### config.mk
export PLATFORM = sky130hd
export DESIGN_NAME = glyph_bitmap_pixel_expander
export DESIGN_NICKNAME = d
export VERILOG_FILES = /design/src/rtl/core/gbpe_pkg.sv /design/src/rtl/core/glyph_bitmap_pixel_expander.sv
export SDC_FILE = /design/constraint.sdc
export NUM_CORES = 1
export LEC_CHECK = 0
export BUFFER_PORTS_ARGS = -buffer_cell sky130_fd_sc_hd__buf_2
export CORE_MARGIN = 3
export CORE_UTILIZATION = 55
export CTS_CLUSTER_SIZE = 30
export DETAILED_ROUTE_END_ITERATION = 12
export HOLD_SLACK_MARGIN = 0.15
export PLACE_DENSITY = 0.77
export SLEW_MARGIN = 20
export SYNTH_ARGS = -nofsm -noshare
export SYNTH_HDL_FRONTEND = slang
export SYNTH_SLANG_ARGS = --single-unit
export TNS_END_PERCENT = 5
### constraint.sdc
create_clock -name clk -period 4.1 [get_ports clk]
set_input_delay 0.82 -clock clk [delete_from_list [all_inputs] [get_ports clk]]
set_output_delay 0.82 -clock clk [all_outputs]
set_load 0.005 [all_outputs]
### src/rtl/core/gbpe_pkg.sv
package gbpe_pkg;

  // Field widths of the request and result channels.
  localparam int GLYPH_W    = 8;
  localparam int COORD_W    = 12;
  localparam int ORIGIN_W   = 11;
  localparam int ROWB_W     = 4;
  localparam int COLOR_W    = 16;
  localparam int BITPOS_W   = 3;

  // Widest configuration register and index width of the write port.
  localparam int CFG_DATA_W = 16;
  localparam int CFG_ADDR_W = 2;

  // Width used to compare row widths; holds MAX_ROW_BYTES up to 16.
  localparam int ROWB_CMP_W = 5;

  // Result tdata: pixel_x, pixel_y, pixel_color, 40 bits, five whole bytes.
  localparam int OUT_DATA_W = 2 * COORD_W + COLOR_W;

  // Parameter defaults.
  localparam int DEF_MAX_ROWS      = 64;
  localparam int DEF_MAX_ROW_BYTES = 8;

  // Reset value of the row width register; the other configuration registers reset to zero.
  localparam logic [ROWB_W-1:0] ROW_BYTES_RST = ROWB_W'(2);

  typedef enum logic [CFG_ADDR_W-1:0] {
    REG_ORIGIN_X  = 2'd0,
    REG_ORIGIN_Y  = 2'd1,
    REG_ROW_BYTES = 2'd2,
    REG_INK_COLOR = 2'd3
  } cfg_reg_t;

endpackage

### src/rtl/core/glyph_bitmap_pixel_expander.sv
// Pipeline: a taken byte enters the expansion register, then each pixel write goes
// through the result register. One pixel write per cycle while out_tready allows; a byte
// keeps the expansion register until all its set bits are out, a zero byte gives none.
// Reset: rst_n is synchronous and active low; it clears the counters, the pending bit mask,
// the result valid flag and loads the configuration registers with their reset values.
module glyph_bitmap_pixel_expander #(
  parameter int MAX_ROWS      = gbpe_pkg::DEF_MAX_ROWS,
  parameter int MAX_ROW_BYTES = gbpe_pkg::DEF_MAX_ROW_BYTES
) (
  input  logic                              clk,
  input  logic                              rst_n,

  // Configuration write port.
  input  logic                              cfg_we,
  input  logic [gbpe_pkg::CFG_ADDR_W-1:0]   cfg_addr,
  input  logic [gbpe_pkg::CFG_DATA_W-1:0]   cfg_wdata,

  // Glyph byte requests.
  input  logic                              in_tvalid,
  output logic                              in_tready,
  input  logic [gbpe_pkg::GLYPH_W-1:0]      in_tdata,   // [7:0] glyph_byte
  input  logic                              in_tlast,   // last_byte

  // Pixel write results.
  output logic                              out_tvalid,
  input  logic                              out_tready,
  output logic [gbpe_pkg::OUT_DATA_W-1:0]   out_tdata,  // [11:0] pixel_x, [23:12] pixel_y,
                                                        // [39:24] pixel_color
  output logic                              out_tlast   // last_pixel
);
  import gbpe_pkg::*;

  localparam int COL_W = (MAX_ROW_BYTES > 1) ? $clog2(MAX_ROW_BYTES) : 1;
  localparam int ROW_W = $clog2(MAX_ROWS);

  // Configuration registers. They are only to be written while the block is idle; the block
  // itself does not enforce this, so the datapath reads them directly.
  logic [ORIGIN_W-1:0]   origin_x_r;
  logic [ORIGIN_W-1:0]   origin_y_r;
  logic [ROWB_W-1:0]     row_bytes_r;
  logic [COLOR_W-1:0]    ink_color_r;

  always_ff @(posedge clk) begin
    if (!rst_n) begin
      origin_x_r  <= '0;
      origin_y_r  <= '0;
      row_bytes_r <= ROW_BYTES_RST;
      ink_color_r <= '0;
    end else if (cfg_we) begin
      unique case (cfg_reg_t'(cfg_addr))
        REG_ORIGIN_X:  origin_x_r  <= cfg_wdata[ORIGIN_W-1:0];
        REG_ORIGIN_Y:  origin_y_r  <= cfg_wdata[ORIGIN_W-1:0];
        REG_ROW_BYTES: row_bytes_r <= cfg_wdata[ROWB_W-1:0];
        REG_INK_COLOR: ink_color_r <= cfg_wdata[COLOR_W-1:0];
        default: ;
      endcase
    end
  end

  // Position counters, advanced once per accepted request.
  logic [COL_W-1:0] col_r, col_nxt;
  logic [ROW_W-1:0] row_r, row_nxt;

  // Expansion register: the bits still to be emitted for the current byte,
  // plus the x base and y of that byte. The byte is busy while any bit remains.
  logic [GLYPH_W-1:0]  mask_r, mask_nxt;
  logic [COORD_W-1:0]  base_x_r, base_x_nxt;
  logic [COORD_W-1:0]  pos_y_r, pos_y_nxt;

  // Result register.
  logic                out_tvalid_r;
  logic [COORD_W-1:0]  out_x_r, out_x_nxt;
  logic [COORD_W-1:0]  out_y_r;
  logic                out_last_r, out_last_nxt;

  logic                busy;
  logic                out_free;
  logic                emit;
  logic                in_acc;
  logic [BITPOS_W-1:0] lead_pos;
  logic [GLYPH_W-1:0]  mask_left;
  logic [ROWB_CMP_W-1:0] eff_rowb;
  logic [ROWB_CMP_W-1:0] col_inc;

  assign busy     = |mask_r;
  assign out_free = !out_tvalid_r || out_tready;
  assign emit     = busy && out_free;

  // Leading set bit, counted from the left edge of the byte (bit 7 is position 0).
  always_comb begin
    lead_pos = '0;
    for (int i = 0; i < GLYPH_W; i++) begin
      if (mask_r[i]) begin
        lead_pos = BITPOS_W'(GLYPH_W - 1 - i);
      end
    end
  end

  assign mask_left = mask_r & ~(8'h80 >> lead_pos);

  // A new byte is taken when nothing is pending, or when the last pending
  // pixel moves into the result register in this very cycle.
  assign in_tready = !busy || (emit && (mask_left == '0));
  assign in_acc    = in_tvalid && in_tready;

  // Effective row width: zero reads as one, and it saturates at MAX_ROW_BYTES.
  always_comb begin
    eff_rowb = ROWB_CMP_W'(row_bytes_r);
    if (row_bytes_r == '0) begin
      eff_rowb = ROWB_CMP_W'(1);
    end else if (ROWB_CMP_W'(row_bytes_r) > ROWB_CMP_W'(MAX_ROW_BYTES)) begin
      eff_rowb = ROWB_CMP_W'(MAX_ROW_BYTES);
    end
  end

  assign col_inc = ROWB_CMP_W'(col_r) + ROWB_CMP_W'(1);

  // Counter update. A column at or past the row width (possible after a
  // width change) wraps to the next row, and the row saturates on the last one.
  always_comb begin
    col_nxt = col_r;
    row_nxt = row_r;
    if (in_acc) begin
      if (in_tlast) begin
        col_nxt = '0;
        row_nxt = '0;
      end else if (col_inc >= eff_rowb) begin
        col_nxt = '0;
        if (row_r != ROW_W'(MAX_ROWS - 1)) begin
          row_nxt = row_r + ROW_W'(1);
        end
      end else begin
        col_nxt = col_r + COL_W'(1);
      end
    end
  end

  // Expansion register update: a new byte overrides the one just finished.
  always_comb begin
    mask_nxt   = mask_r;
    base_x_nxt = base_x_r;
    pos_y_nxt  = pos_y_r;
    if (emit) begin
      mask_nxt = mask_left;
    end
    if (in_acc) begin
      mask_nxt   = in_tdata;
      base_x_nxt = COORD_W'({col_r, 3'b000}) + COORD_W'(origin_x_r);
      pos_y_nxt  = COORD_W'(row_r) + COORD_W'(origin_y_r);
    end
  end

  assign out_x_nxt    = base_x_r + COORD_W'(lead_pos);
  assign out_last_nxt = (mask_left == '0);

  always_ff @(posedge clk) begin
    if (!rst_n) begin
      col_r        <= '0;
      row_r        <= '0;
      mask_r       <= '0;
      out_tvalid_r <= 1'b0;
    end else begin
      col_r  <= col_nxt;
      row_r  <= row_nxt;
      mask_r <= mask_nxt;
      if (out_free) begin
        out_tvalid_r <= busy;
      end
    end
  end

  // Payload registers carry no reset.
  always_ff @(posedge clk) begin
    base_x_r <= base_x_nxt;
    pos_y_r  <= pos_y_nxt;
    if (emit) begin
      out_x_r    <= out_x_nxt;
      out_y_r    <= pos_y_r;
      out_last_r <= out_last_nxt;
    end
  end

  assign out_tvalid = out_tvalid_r;
  assign out_tdata  = {ink_color_r, out_y_r, out_x_r};
  assign out_tlast  = out_last_r;

  // A nonzero byte always leaves pixels pending in the next cycle.
  a_load_busy: assert property (@(posedge clk) disable iff (!rst_n)
    (in_acc && (in_tdata != '0)) |=> busy)
    else $error("nonzero glyph byte taken without pending pixels");

  // Each emitted pixel retires exactly one pending bit.
  a_retire_one: assert property (@(posedge clk) disable iff (!rst_n)
    (emit && !in_acc) |=> ($countones(mask_r) == $countones($past(mask_r)) - 1))
    else $error("pixel emission did not retire exactly one bit");

  // No result is offered right after reset.
  a_reset_idle: assert property (@(posedge clk)
    !rst_n |=> !out_tvalid)
    else $error("result valid after reset");

endmodule

==> metrics.md, run 1 <==
| Metric | Value |
|---|---|
| Status | finished, final reports clean |
| CP Capture Type | primary output |
| Final GP Congestion | 0.847 |
| TritonCTS Buffers | 9 |
| TNS Setup | 0 ns |
| Synth Area per Inst | 10.8 sq um |
| LEAKAGE | 2.35 nW |
| Mapped Area | 4950 sq um |
| Syn nets | 512 |
| HP Class | flip-flop to flip-flop |
| Final core occ | 66.3% |
| Critical Path Source Type | flip-flop |
| Post-synth EDFFs | 49 |
| CTS max path bufs | 2 |
| Yosys reg bits | 109 |
| Most common cell after layout, fill and taps aside | buf_2 |
| CP Class | flip-flop to primary output |
| Drc violations | 0 |
| Layout Area Growth over Synthesis | 13.5% |
| Final cell count without fillers | 639 |
| VDD IR max | 278 uV |
| Net switching power | 0.729 mW |
| DIE HEIGHT | 101 microns |
| Total global-route track usage | 18.6% |
| Register area share after synthesis | 54.0% |
| Placed inst area | 5400 sq um |
| Die Footprint | 10200 sq um |
| RSZ-0062 raised after global routing | false |
| Grt ovf | 0 |
| CTS tree | built |
| Ys async rst share | 0% |
| Initial Util | 58.4% |
| Layout cells sized above 1 | 18.7% |
| Nets | 581 |
| I/O Pins | 75 |
| Root buffer cell | clkbuf_8 |
| Drt initial violations | 125 |
| Fmax | 0.323 GHz |
| Power share of the sequential group | 55.0% |
| Setup slack after layout | 1.00 ns |
| Final period util | 75.5% |
| # hold bufs at CTS | 0 |
| Reg area | 2670 sq um |
| Worst skew pair latency | 0.37 ns |
| Max_slew headroom | 37.0% |
| Drt first pass iters | 5 |
| Mapped Cells | 460 |
| Slew of the pin with the lowest slew margin | 0.944 ns |
| Post-Route WL | 8980 microns |
| Ys Warns | 0 |
| # port buffers | 74 |
| Logic gate share of total power | 19.7% |
| Antenna violations before repair | 0 |
| Die width | 101 microns |
| Largest net degree at the start of global routing | 66 |
| Antenna cell count | 0 |
| CORE AREA | 8460 sq um |
| Worst-path fanout max | 8 |
| Design Power | 2.61 mW |
| Footprint of the multi-input gates | 2190 sq um |
| Pre-CTS setup slack | 1.03 ns |
| Via density | 5.34 |
| Antenna Nets Post-Route | 0 |
| Post-synth top flop | dfxtp_1 |
| Placed cells | 623 |
| Hold Vio Cnt, Final | 0 |
| Vias in the first global route | 3336 |
| DP Wirelength | 6610 microns |
| Final instance area | 5620 sq um |
| Max Slew Vio Count | 0 |
| Vias | 3413 |
| First-pass GRT wire length | 15100 microns |
| Setup-failing EPs final | 0 |
| Htree depth | 3 |
| Worst hold slack | 0.429 ns |
| Rows | 33 |
| Wire per inst | 14.1 microns |
| Commonest non-fill, non-tap cells in the layout | 74 x buf_2, 62 x nand2_1, 60 x dfxtp_1 |
| Worst-path clk slew | 0.10 ns |
| MaxCap Viol Count | 0 |
| Tmin final | 3.10 ns |
| Clock sinks | 109 |
| Post-synth cell types | 49 |
| Clk pwr share | 25.2% |
| Crit path arrival time | 2.28 ns |
| Sw Ratio | 27.9% |
| Post-CTS Resized | 0 |
| Internal Power | 1.88 mW |
| Postcts setup bufs | 0 |
| Clk_skew | 0.0128 ns |
| Worst Path Required | 3.28 ns |
| Fillers | 674 |
| Pwr per Cell Area | 465 nW/um^2 |
## per-layer routing
layer	part of all wire, %	wire, microns	global-route usage (%)
met1	46	4170	23.7
met2	48	4270	31.4
met3	4.6	415	4.84
met4	1.4	125	4.77
met5	0	0	0
## state kept, by name, summed over array words and instances (netlist names)
| signal | count |
|---|---|
| row_bytes_r | 4 |
| mask_r | 8 |
| out_tvalid | 1 |
| out_x_r | 12 |
| row_r | 6 |
| col_r | 3 |
| out_tlast | 1 |
| out_y_r | 12 |
| base_x_r | 12 |
| origin_y_r | 11 |
| ink_color_r | 16 |
| pos_y_r | 12 |
| origin_x_r | 11 |
## cell families after synthesis
logic type | after synthesis | share of synthesized area [%]
muxes | 26 | 5.26
buffers and inverters | 28 | 2.30
DFF | 109 | 54.0
xor gates and xnor gates | 26 | 4.60
AOI/OAI and AO/OA | 81 | 11.5
and+or+nand+nor | 170 | 16.9
adders and majority gates | 20 | 5.36
## power groups by stage
stage / Clock, mW / Sequential, mW / Combinational [mW]
2_1_floorplan: 0 / 1.46 / 0.311
3_3_place_gp: 0 / 1.46 / 0.502
3_5_place_dp: 0 / 1.46 / 0.520
4_1_cts: 0.677 / 1.44 / 0.522
5_1_grt: 0.716 / 1.46 / 0.581
6_report: 0.659 / 1.44 / 0.515
## cell type report
cell class / instances / share of cell area [%]
well taps: 105 / 2.34
inverters: 11 / 0.735
flip-flops and latches: 109 / 47.6
multi-input cells: 323 / 38.9
repair buffers: 75 / 6.73
clock buffers: 10 / 2.45
clock inverters: 6 / 1.20
## synth_stat cells, drive strengths merged (4+ instances only)
master	instances	area share [%]
a21o	5	0.91
inv	11	0.83
mux2i	26	5.3
xor2	9	1.6
nand2	62	4.7
a21boi	25	3.9
nor3	4	0.63
o21ai	18	1.8
a21oi	8	0.81
nand2b	4	0.51
and3	4	0.51
ha	18	4.6
nor2	33	2.5
xnor2	17	3.0
nand3	8	0.81
nor2b	36	4.6
dfxtp	60	24
clkbuf	14	1.1
nand4	4	0.51
edfxtp	49	30
## worst max-delay path: stages, from the launching register on
cell and delay, ns:
dfxtp_1 0.39, or4_1 0.56, or3_4 0.38, nor3_4 0.23, a311oi_2 0.13, nand2_1 0.11
buf_2 0.11
## path summary, 6_finish.rpt
kind,start,end,slack [ns],cells after the start
min,pos_y_r[11],out_y_r[11],0.43,0
min reg2reg,pos_y_r[11],out_y_r[11],0.43,0
max,mask_r[3],in_tready,1.00,6
max reg2reg,mask_r[3],base_x_r[3],1.18,6
Note: power is estimated with default switching activity, not from simulation.
==> run 2: changes to the inputs <==
==> constraint.sdc (replaced) <==
create_clock -name clk -period 3.05 [get_ports clk]
set_input_delay 0.61 -clock clk [delete_from_list [all_inputs] [get_ports clk]]
set_output_delay 0.61 -clock clk [all_outputs]
set_load 0.005 [all_outputs]
==> metrics.md, run 2 (same netlist as run 1, synthesis figures left out) <==
| Metric | Value |
|---|---|
| VDD IR max | 347 uV (+25%) |
| Crit path arrival time | 2.26 ns (-0.02 ns) |
| HP Class | flip-flop to flip-flop |
| Via density | 5.29 (-1.0%) |
| Drt first pass iters | 4 (-1) |
| Wire per inst | 13.8 microns (-1.5%) |
| Max_slew headroom | 49.1% (+12 points) |
| Final instance area | 5640 sq um (+0.49%) |
| Post-CTS Resized | 0 (unchanged) |
| Pwr per Cell Area | 621 nW/um^2 (+34%) |
| CORE AREA | 8460 sq um (unchanged) |
| Final period util | 94.0% |
| RSZ-0062 raised after global routing | false |
| Max Slew Vio Count | 0 (unchanged) |
| LEAKAGE | 2.37 nW (+0.61%) |
| Sw Ratio | 28.2% (+0.33 points) |
| I/O Pins | 75 (unchanged) |
| Design Power | 3.51 mW (+34%) |
| Layout cells sized above 1 | 19.2% (+0.45 points) |
| Drt initial violations | 168 (+34%) |
| Critical path's slowest cell | or4_1 |
| Fillers | 681 (+1.0%) |
| Fmax | 0.349 GHz |
| Internal Power | 2.52 mW (+34%) |
| # hold bufs at CTS | 0 (unchanged) |
| Antenna Nets Post-Route | 0 (unchanged) |
| Clk_skew | 0.0135 ns (+0.000697 ns) |
| Initial Util | 58.4% (unchanged) |
| CTS max path bufs | 2 (unchanged) |
| Root buffer cell | clkbuf_8 |
| Layout Area Growth over Synthesis | 14.1% |
| Vias | 3394 (-0.56%) |
| Status | finished, final reports clean |
| DP Wirelength | 6540 microns (-1.0%) |
| Final core occ | 66.7% (+0.33 points) |
| Logic gate share of total power | 20.1% (+0.4 points) |
| Worst-path fanout max | 8 (unchanged) |
| Power share of the sequential group | 54.9% (about the same) |
| Postcts setup bufs | 0 (unchanged) |
| CP max stage delay | 0.56 ns (about the same) |
| Worst-path clk slew | 0.10 ns (about the same) |
| Slew of the pin with the lowest slew margin | 0.761 ns (-0.183 ns) |
| Tmin final | 2.87 ns |
| TritonCTS Buffers | 9 (unchanged) |
| Worst Path Required | 2.44 ns (-0.84 ns) |
| CP Class | flip-flop to primary output |
| Antenna cell count | 0 (unchanged) |
| Worst skew pair latency | 0.37 ns (about the same) |
| Vias in the first global route | 3310 (-0.78%) |
| Grt ovf | 0 (unchanged) |
| CP cell instances | or4_1 > or3_4 > nor3_4 > a311oi_2 > nand2_1 > buf_2 |
| Placed inst area | 5430 sq um (+0.56%) |
| Setup-failing EPs final | 0 (unchanged) |
| Drc violations | 0 (unchanged) |
| First-pass GRT wire length | 15400 microns (+2.0%) |
| CP Capture Type | primary output |
| Rows | 33 (unchanged) |
| # port buffers | 74 (unchanged) |
| Critical Path Source Type | flip-flop |
| Die Footprint | 10200 sq um (unchanged) |
| Register bank with the most flops | ink_color_r |
| TNS Setup | 0 ns (unchanged) |
| DIE HEIGHT | 101 microns (unchanged) |
| Largest net degree at the start of global routing | 42 (-36%) |
| Commonest non-fill, non-tap cells in the layout | 74 x buf_2, 62 x nand2_1, 60 x dfxtp_1 |
| Net switching power | 0.990 mW (+36%) |
| CP top delay family | simple AND/OR/NAND/NOR gates |
| MaxCap Viol Count | 0 (unchanged) |
| Final GP Congestion | 0.829 (-2.1%) |
| Hold Vio Cnt, Final | 0 (unchanged) |
| Bufs and invs on worst path | 1 (unchanged) |
| Most common cell after layout, fill and taps aside | buf_2 |
| Clk pwr share | 25.0% (-0.2 points) |
| Clock sinks | 109 (unchanged) |
| Max reg flops | 16 (unchanged) |
| Die width | 101 microns (unchanged) |
| Nets | 584 (+0.52%) |
| Post-Route WL | 8890 microns (-1.0%) |
| Total global-route track usage | 19.0% (+0.44 points) |
| Antenna violations before repair | 0 (unchanged) |
| CTS tree | built |
| Htree depth | 3 (unchanged) |
## run 2: through the flow
step	hold slack, ns	worst slack (ns)	std cells
finish	0.434	0.182	642
global route	0.441	0.0751	642
CTS	0.433	0.160	642
detailed placement	0.405	0.410	626
global placement	0.404	0.485	626
floorplan	0.400	0.396	460
## run 2: cell type report
class | count | area [sq um] | share of cell area (%)
clock buffer | 11 | 163 | 2.88
clock inverter | 5 | 46.3 | 0.820
inverter | 11 | 41.3 | 0.732
multi-input combinational | 323 | 2180 | 38.6
sequential | 109 | 2670 | 47.4
tap | 105 | 131 | 2.33
timing repair buffer | 78 | 413 | 7.32
## run 2: power groups by stage
stage	Clock [mW]	Sequential, mW	Combinational, mW
after floorplan	0	1.97	0.418
after global placement	0	1.95	0.693
after detailed placement	0	1.96	0.710
after CTS	0.903	1.93	0.716
after global routing	0.959	1.96	0.799
final	0.875	1.93	0.705
## run 2: worst paths after layout
check | slack [ns] | endpoint | depth (start not counted) | start
max | 0.18 | in_tready | 6 | mask_r[3]
min | 0.43 | out_y_r[1] | 0 | pos_y_r[1]
max reg2reg | 0.37 | row_r[3] | 11 | col_r[0]
min reg2reg | 0.43 | out_y_r[1] | 0 | pos_y_r[1]
## run 2: layer usage
layer	part of all wire [%]	global-route usage, %
met1	46	25.1
met2	48	31.4
met3	4.9	4.29
met4	1.2	5.39
met5	0	0
==> run 3: changes to the inputs <==
--- a/config.mk
+++ b/config.mk
@@ -5,13 +5,15 @@
 export SDC_FILE = /design/constraint.sdc
 export NUM_CORES = 1
 export LEC_CHECK = 0
+export ABC_AREA = 1
 export BUFFER_PORTS_ARGS = -buffer_cell sky130_fd_sc_hd__buf_2
 export CORE_MARGIN = 3
 export CORE_UTILIZATION = 55
+export CTS_CLUSTER_DIAMETER = 100
 export CTS_CLUSTER_SIZE = 30
 export DETAILED_ROUTE_END_ITERATION = 12
 export HOLD_SLACK_MARGIN = 0.15
-export PLACE_DENSITY = 0.77
+export PLACE_DENSITY = 0.78
 export SLEW_MARGIN = 20
 export SYNTH_ARGS = -nofsm -noshare
 export SYNTH_HDL_FRONTEND = slang
==> metrics.md, run 3 <==
| Metric | Value |
|---|---|
| Syn nets | 590 (+15%) |
| Drt initial violations | 219 (+30%) |
| CP cell instances | nor2_4 > nand2_4 > nor2_2 > nand3_1 > nand2_1 > nand4_2 > nand2_2 > buf_2 |
| Critical Path Source Type | flip-flop |
| Worst Path Required | 2.44 ns (about the same) |
| Most frequent cell after synthesis | nand2_1 |
| Nets | 665 (+14%) |
| Main combinational cell family by area after synthesis | simple AND/OR/NAND/NOR gates |
| Register bank with the most flops | ink_color_r |
| CTS max path bufs | 2 (unchanged) |
| Grt ovf | 0 (unchanged) |
| Design Power | 4.96 mW (+42%) |
| Drc violations | 0 (unchanged) |
| Drt first pass iters | 5 (+1) |
| Max_slew headroom | 34.9% (-14 points) |
| Reg2reg end | pos_y_r[10] |
| HP Class | flip-flop to flip-flop |
| Min-Delay Endpoint | out_y_r[10] |
| TNS Setup | 0 ns (unchanged) |
| Synth top cells by count | 73 x nand2_1, 72 x inv_1, 67 x nor2_1 |
| TritonCTS Buffers | 9 (unchanged) |
| Post-synth EDFFs | 49 (unchanged) |
| Htree depth | 3 (unchanged) |
| Yosys reg bits | 109 (unchanged) |
| First-pass GRT wire length | 16800 microns (+9.3%) |
| CP Capture Type | primary output |
| Clock sinks | 109 (unchanged) |
| Crit path arrival time | 1.89 ns (-0.37 ns) |
| Post-synth top flop | dfxtp_1 |
| DP Wirelength | 7410 microns (+13%) |
| Synth Area in Compound Gates | 11.6% (+0.052 points) |
| Post-Route WL | 10000 microns (+13%) |
| R2r setup slk | 0.71 ns (+0.34 ns) |
| CORE AREA | 8420 sq um (-0.49%) |
| Hold path start | pos_y_r[10] |
| Register area share after synthesis | 54.5% (+0.48 points) |
| Mapped Cells | 538 (+17%) |
| Ys Warns | 0 (unchanged) |
| CP Class | flip-flop to primary output |
| Worst skew pair latency | 0.36 ns (about the same) |
| # hold bufs at CTS | 0 (unchanged) |
| LEAKAGE | 2.46 nW (+3.8%) |
| Bufs and invs on worst path | 1 (unchanged) |
| Antenna cell count | 0 (unchanged) |
| Final period util | 81.9% (-12 points) |
| Vias in the first global route | 3595 (+8.6%) |
| Worst-path clk slew | 0.10 ns (about the same) |
| Final GP Congestion | 0.908 (+9.5%) |
| CP max stage delay | 0.36 ns (-0.20 ns) |
| CTS tree | built |
| Top area cells in the synthesized netlist | edfxtp_1 30%, dfxtp_1 24%, nand2_1 5.6%, inv_1 5.5%, o21ai_0 5.5% |
| Max reg flops | 16 (unchanged) |
| Setup-failing EPs final | 0 (unchanged) |
| Pwr per Cell Area | 895 nW/um^2 (+44%) |
| Critical path's slowest cell | dfxtp_1 |
| Antenna Nets Post-Route | 0 (unchanged) |
| Layout cells sized above 1 | 17.2% (-2.0 points) |
| Via density | 5.34 (+0.99%) |
| Antenna violations before repair | 0 (unchanged) |
| Die Footprint | 10100 sq um (-0.83%) |
| Post-CTS Resized | 0 (unchanged) |
| Post-Synth Adder-Cell Area | 5.41% (+0.048 points) |
| Root buffer cell | clkbuf_8 |
| Most common cell after layout, fill and taps aside | buf_2 |
| Max Slew Vio Count | 0 (unchanged) |
| MaxCap Viol Count | 0 (unchanged) |
| Postcts setup bufs | 0 (unchanged) |
| Vias | 3860 (+14%) |
| Ys async rst share | 0% (unchanged) |
| Reg2reg path depth | 10 (-1) |
| Mux contribution to synthesized area | 0% (-5.3 points) |
| Commonest non-fill, non-tap cells in the layout | 74 x buf_2, 73 x nand2_1, 72 x inv_1 |
| VDD IR max | 407 uV (+17%) |
| Xor and xnor area share after synthesis | 4.82% (+0.22 points) |
| # port buffers | 74 (unchanged) |
| Fillers | 722 (+6.0%) |
| CP top delay family | simple AND/OR/NAND/NOR gates |
| Hold path depth | 0 (unchanged) |
| Rows | 33 (unchanged) |
| Yosys top cell area share | 30.0% (+0.27 points) |
| RSZ-0062 raised after global routing | false |
| Worst-path fanout max | 11 (+3) |
| Fmax | 0.400 GHz (+15%) |
| Tmin final | 2.50 ns (-0.369 ns) |
| Status | finished, final reports clean |
| Initial Util | 58.2% (-0.23 points) |
| Slew of the pin with the lowest slew margin | 0.974 ns (+0.213 ns) |
| Largest net degree at the start of global routing | 58 (+38%) |
| Die width | 100 microns (-0.42%) |
| Layout Area Growth over Synthesis | 13.1% |
| Hold Vio Cnt, Final | 0 (unchanged) |
| Wire per inst | 13.9 microns (+0.27%) |
| Post-synth cell types | 33 (-33%) |
| Mapped Area | 4900 sq um (-0.89%) |
| Synth area leader | edfxtp_1 |
| Simple-gate share of the synthesized area | 16.8% (-0.18 points) |
| Clk_skew | 0.00620 ns (-0.00734 ns) |
| I/O Pins | 75 (unchanged) |
| Total global-route track usage | 20.9% (+1.9 points) |
| Synth Area per Inst | 9.11 sq um (-15%) |
| DIE HEIGHT | 100 microns (-0.42%) |
| Reg2reg start | row_r[0] |
run 3: cell types whose count changed in the layout (fill, tap and decap cells not counted), moves of 11 or more:
| cell | before | now |
|---|---|---|
| inv_1 | 11 | 72 |
| a21oi_1 | 8 | 52 |
| nor2b_1 | 36 | 0 |
| o21ai_0 | 18 | 54 |
| nor2_1 | 32 | 66 |
| mux2i_1 | 26 | 0 |
| a21boi_0 | 19 | 1 |
| nand2_1 | 62 | 73 |
run 3: kinds of logic after synthesis:
kind of cell	count (synthesis)
buf+inv	86
flops	109
compound gates	111
fa+ha+maj	20
simple gates	185
xor+xnor	27
run 3: worst max path at each step:
stage               start           end  slack (ns)  depth (start not counted)
2_1_floorplan  out_tready     mask_r[0]        0.61                          7
3_3_place_gp   out_tready  base_x_r[11]        0.80                          7
3_5_place_dp   out_tready  base_x_r[11]        0.73                          7
4_1_cts         mask_r[7]     in_tready        0.54                          8
5_1_grt         mask_r[7]     in_tready        0.34                          8
6_report        mask_r[7]     in_tready        0.55                          8
run 3: power breakdown:
group	total, mW	internal (mW)	switching, mW
clock	0.811	0.324	0.487
sequential	2.41	2.16	0.254
combinational	1.74	0.628	1.11
run 3: final cells by class:
type	instances	area, sq um	area share (%)
clock buffers	10	138	2.48
clock inverters	6	45.0	0.812
inverters	73	275	4.96
multi-input cells	343	1890	34.1
flip-flops and latches	109	2670	48.2
well taps	105	131	2.37
repair buffers	77	393	7.08
run 3: through the flow:
stage	hold slack [ns]	setup slack (ns)	instance area, sq um	util [%]	std cells
floorplan	0.400	0.615	4900	-	538
global placement	0.402	0.801	5370	63.7	707
detailed placement	0.406	0.733	5370	63.7	707
CTS	0.430	0.543	5550	65.9	723
global route	0.441	0.344	5550	65.9	723
finish	0.429	0.552	5550	65.9	723
run 3: worst register-to-register path: cells and delay by family (launching register included):
kind                       cells  cell delay (ns)
AOI/OAI and AO/OA              2             0.40
and+or+nand+nor                4             0.53
xor gates and xnor gates       1             0.08
buffers and inverters          1             0.05
DFF                            1             0.44
adders and majority gates      2             0.60
run 3: layer usage:
metal | part of all wire [%] | GRT usage, % | vias up
met5 | 0 | 0 | -
met4 | 1.3 | 6.22 | 0
met3 | 8.2 | 4.79 | 12
met2 | 45 | 32.2 | 160
met1 | 45 | 29.5 | 1763
li1 | - | - | 1925
